File: src/ise_pkg.sv
// Shared widths, request codes and arithmetic unit flags for the interpolation search engine.
package ise_pkg;

  // Field widths of the request, response and configuration items
  localparam int KEY_W   = 64;
  localparam int IDX_W   = 10;
  localparam int COUNT_W = 11;

  // Default number of table entries
  localparam int TABLE_DEPTH_DEFAULT = 1024;

  // Request type codes
  localparam logic REQ_LOAD   = 1'b0;
  localparam logic REQ_SEARCH = 1'b1;

  // Status flags of the shared add/subtract unit
  typedef struct packed {
    logic no_borrow;  // a >= b on a subtract
    logic zero;       // result is all zeros
  } alu_flags_t;

endpackage

File: src/ise_alu.sv
// Shared add/subtract unit used for every key compare, multiply step and divide step.
module ise_alu import ise_pkg::*; #(
  parameter int W = 74
) (
  input  logic [W-1:0] a_i,
  input  logic [W-1:0] b_i,
  input  logic         sub_i,
  output logic [W-1:0] sum_o,
  output alu_flags_t   flags_o
);

  logic [W:0] wide;

  // One carry chain: a + b, or a + ~b + 1 for a subtract
  assign wide = {1'b0, a_i} + {1'b0, (sub_i ? ~b_i : b_i)} + (W+1)'(sub_i);
  assign sum_o = wide[W-1:0];
  assign flags_o.no_borrow = wide[W];
  assign flags_o.zero = (wide[W-1:0] == '0);

endmodule

File: config.mk
export PLATFORM = sky130hd
export DESIGN_NAME = ise_alu
export DESIGN_NICKNAME = d
export VERILOG_FILES = /design/src/ise_pkg.sv /design/src/ise_alu.sv
export SDC_FILE = /design/constraint.sdc
export NUM_CORES = 1
export LEC_CHECK = 0
export ABC_CLOCK_PERIOD_IN_PS = 18900
export BUFFER_PORTS_ARGS = -buffer_cell sky130_fd_sc_hd__buf_2
export CORE_ASPECT_RATIO = 1.5
export CORE_MARGIN = 4
export CORE_UTILIZATION = 50
export DETAILED_ROUTE_END_ITERATION = 16
export MAX_ROUTING_LAYER = met4
export PLACE_DENSITY_LB_ADDON = 0.05
export SETUP_SLACK_MARGIN = 0.15
export SLEW_MARGIN = 20
export SYNTH_ARGS = -nofsm -noshare
export SYNTH_HDL_FRONTEND = slang
export SYNTH_SLANG_ARGS = --single-unit
File: constraint.sdc
create_clock -name vclk -period 18.9
set_input_delay 3.78 -clock vclk [all_inputs]
set_output_delay 3.78 -clock vclk [all_outputs]
set_load 0.005 [all_outputs]
==> results.toml <==
[status]
outcome = "finished, final reports clean"

[clock_tree]
ctsHoldBuffers = 0
cts_resized = 0
postCtsSetupBuffers = 0

[setup_path]
critical_path.max_stage_delay_ns = 0.60
path_max_fanout = 38
path_buf_inv = 3
cp_slowest_cell = "buf_4"
crit_type = "input port to primary output"
worstPathCellList = "buf_4 > buf_4 > xor2_1 > ha_1 > nand4_1 > a2111oi_0 > a221oi_1 > o21ai_1 > a32oi_1 > nand2_1 > a31oi_1 > o21a_1 > o21ai_0 > xor2_1 > nor3_1 > and4b_1 > buf_2"
crit_family = "compound AO/OA/AOI/OAI gates"
worstSetupStartpoint = "sub_i"
cp-end-kind = "primary output"
crit_path_start_kind = "input port"
critical_path_required_ns = 15.12
critPathArrivalTime_ns = 8.70

[detailed_routing]
wl_per_cell_um = 18.51
drcViolationCount = 0
route.vias.total = 6923
drtIter0Drc = 327
viasPerCell = 6.073
ant_nets = 0
wl_mm = 21.10
dr.pass1.iters = 5

[sta]
post-route-period-util_pct = 66.01
tightest_slew_ns = 0.9893
tns_ns = 0
rsz0062_at_grt = "no"
finalHoldViolCount = 0
min_period_ns = 12.48
setup_viol_count_final = 0
timing.slew.headroom_pct = 33.65
maxSlewViolCount = 0
fmax_mhz = 80.15

[synthesis]
syn_nets = 1039
ys.warnings.count = 0
yosys.cell_types.count = 73
synth.avg_cell_area_um2 = 6.946
synth_cells = 807
yosysSeqAreaShare_pct = 0
syn_area_um2 = 5605

[final_layout]
nets = 1226
multiInputGateArea_um2 = 5379
fill_cells = 1124
drive_gt1_share_pct = 25.40
area_growth_pct = 20.62
nFlopsAndLatches = 0
final_cell_count_no_fill = 1140
seqCellArea_um2 = 0
clockBufferCount = 0

[global_route]
track_usage_pct = 31.29
grt_max_degree = 39
grt_pass1_vias = 6758
grt_pass1_wl_mm = 32.02
overflow = 0
antenna_found_initial = 1

[floorplan]
core-area_um2 = 11000
die_h_um = 137.7
die-width_um = 94.45
rows = 47
dieArea_um2 = 13000
start_util_pct = 50.97
ios = 225

[power]
p_clk_share_pct = 0
leakagePower_nw = 3.238
power_density_nw_per_um2 = 57.45
p_comb_share_pct = 100.0
netSwitchingFraction_pct = 59.03
p_int_uw = 159.1
p_total_uw = 388.5
seqPwrFrac_pct = 0
peakVddDrop_mv = 0.02696
switchingPower_uw = 229.3

[min_path]
min-delay-start = "a_i[0]"
hp-class = "input port to primary output"
hold_depth = 3
whs_endpoint = "sum_o[0]"

[run]
cap_viol_max_count = 0

[place]
gp_congestion = 0.9578
dp_hpwl_mm = 18.40
io_buffer_count = 225
dp_cells = 1139
==> layout make-up <==
cell class                      count  area share [%]
Antenna cell                        1         0.03701
Tap cell                          147           2.720
Timing Repair Buffer              226           16.80
Multi-Input combinational cell    750           79.55
Inverter                           16          0.8882
==> power by group through the flow <==
| stage | combinational (mW) | sequential, mW | clock (mW) |
|---|---|---|---|
| 2_1_floorplan | 0.245 | 0 | 0 |
| 3_3_place_gp | 0.384 | 0 | 0 |
| 3_5_place_dp | 0.382 | 0 | 0 |
| 4_1_cts | 0.385 | 0 | 0 |
| 5_1_grt | 0.425 | 0 | 0.00000000708 |
| 6_report | 0.388 | 0 | 0.00000000709 |
==> how the worst max path moves through the flow <==
stage,to,slack [ns],cells after the start
after detailed placement,flags_o[0],6.49,17
final,flags_o[0],6.42,17
after CTS,flags_o[0],6.47,17
after global placement,flags_o[0],6.57,16
after global routing,flags_o[0],6.02,17
after floorplan,flags_o[0],7.24,17
==> tightest hold or removal path, delay by kind of cell <==
family / cells / cell delay, ns
xor+xnor: 1 / 0.08
buf+inv: 2 / 0.23
==> cell usage in the layout, fill, tap and decap left out, types with 5 or more instances in the layout <==
| cell type | n |
|---|---|
| a211oi_1 | 6 |
| a21o_1 | 34 |
| a21oi_1 | 93 |
| a221oi_1 | 5 |
| a31oi_1 | 12 |
| and2_1 | 5 |
| and3_1 | 5 |
| buf_2 | 224 |
| ha_1 | 82 |
| inv_1 | 16 |
| nand2_1 | 65 |
| nand3_1 | 13 |
| nand4_1 | 31 |
| nor2_1 | 45 |
| nor2b_1 | 8 |
| nor3_1 | 24 |
| nor4_1 | 14 |
| o211ai_1 | 5 |
| o21a_1 | 10 |
| o21ai_0 | 45 |
| o21ai_1 | 6 |
| o21bai_1 | 17 |
| or2_2 | 6 |
| or3_1 | 5 |
| or4_1 | 5 |
| xnor2_1 | 39 |
| xor2_1 | 101 |
==> metal layers <==
metal  wire length, µm  GRT usage, %  up-vias  share of wire (%)
met4               936         12.60        0                4.4
met5                 0             -        -                  0
met2             11480         61.61      272                 54
li1                  -             -     3389                  -
met1              7653         31.62     3196                 36
met3              1022         1.530       66                4.8
==> cells in the mapped netlist (8+ instances only) <==
cell type	n	share of area [%]
xnor2_1	39	6.1
nand3_1	13	1.2
o21a_1	10	1.3
nor3_1	24	2.1
ha_1	82	18
o21ai_0	45	4.0
a31oi_1	12	1.3
xor2_1	101	16
nand4_1	31	3.5
o21bai_1	17	2.3
inv_1	16	1.1
nor2_1	45	3.0
clkbuf_1	35	2.3
nand2_1	65	4.4
a21o_1	34	4.6
a21oi_1	93	8.3
nor2b_1	8	0.89
nor4_1	14	1.6
==> per-stage QoR <==
stage | cell area, µm² | setup WS [ns] | utilization, % | hold WS, ns
2_1_floorplan | 5605 | 7.236 | - | 7.622
3_3_place_gp | 6759 | 6.571 | 61.46 | 7.856
3_5_place_dp | 6759 | 6.495 | 61.46 | 7.858
4_1_cts | 6759 | 6.469 | 61.46 | 7.859
5_1_grt | 6761 | 6.015 | 61.49 | 7.882
6_report | 6761 | 6.424 | 61.49 | 7.860
==> logic make-up after synthesis <==
group / share of synthesized area [%]
buffers and inverters: 4.040
muxes: 0.3572
AOI/OAI and AO/OA: 32.79
xor gates and xnor gates: 21.88
and+or+nand+nor: 22.28
adders and majority gates: 18.66
Note: power is estimated with default switching activity, not from simulation.
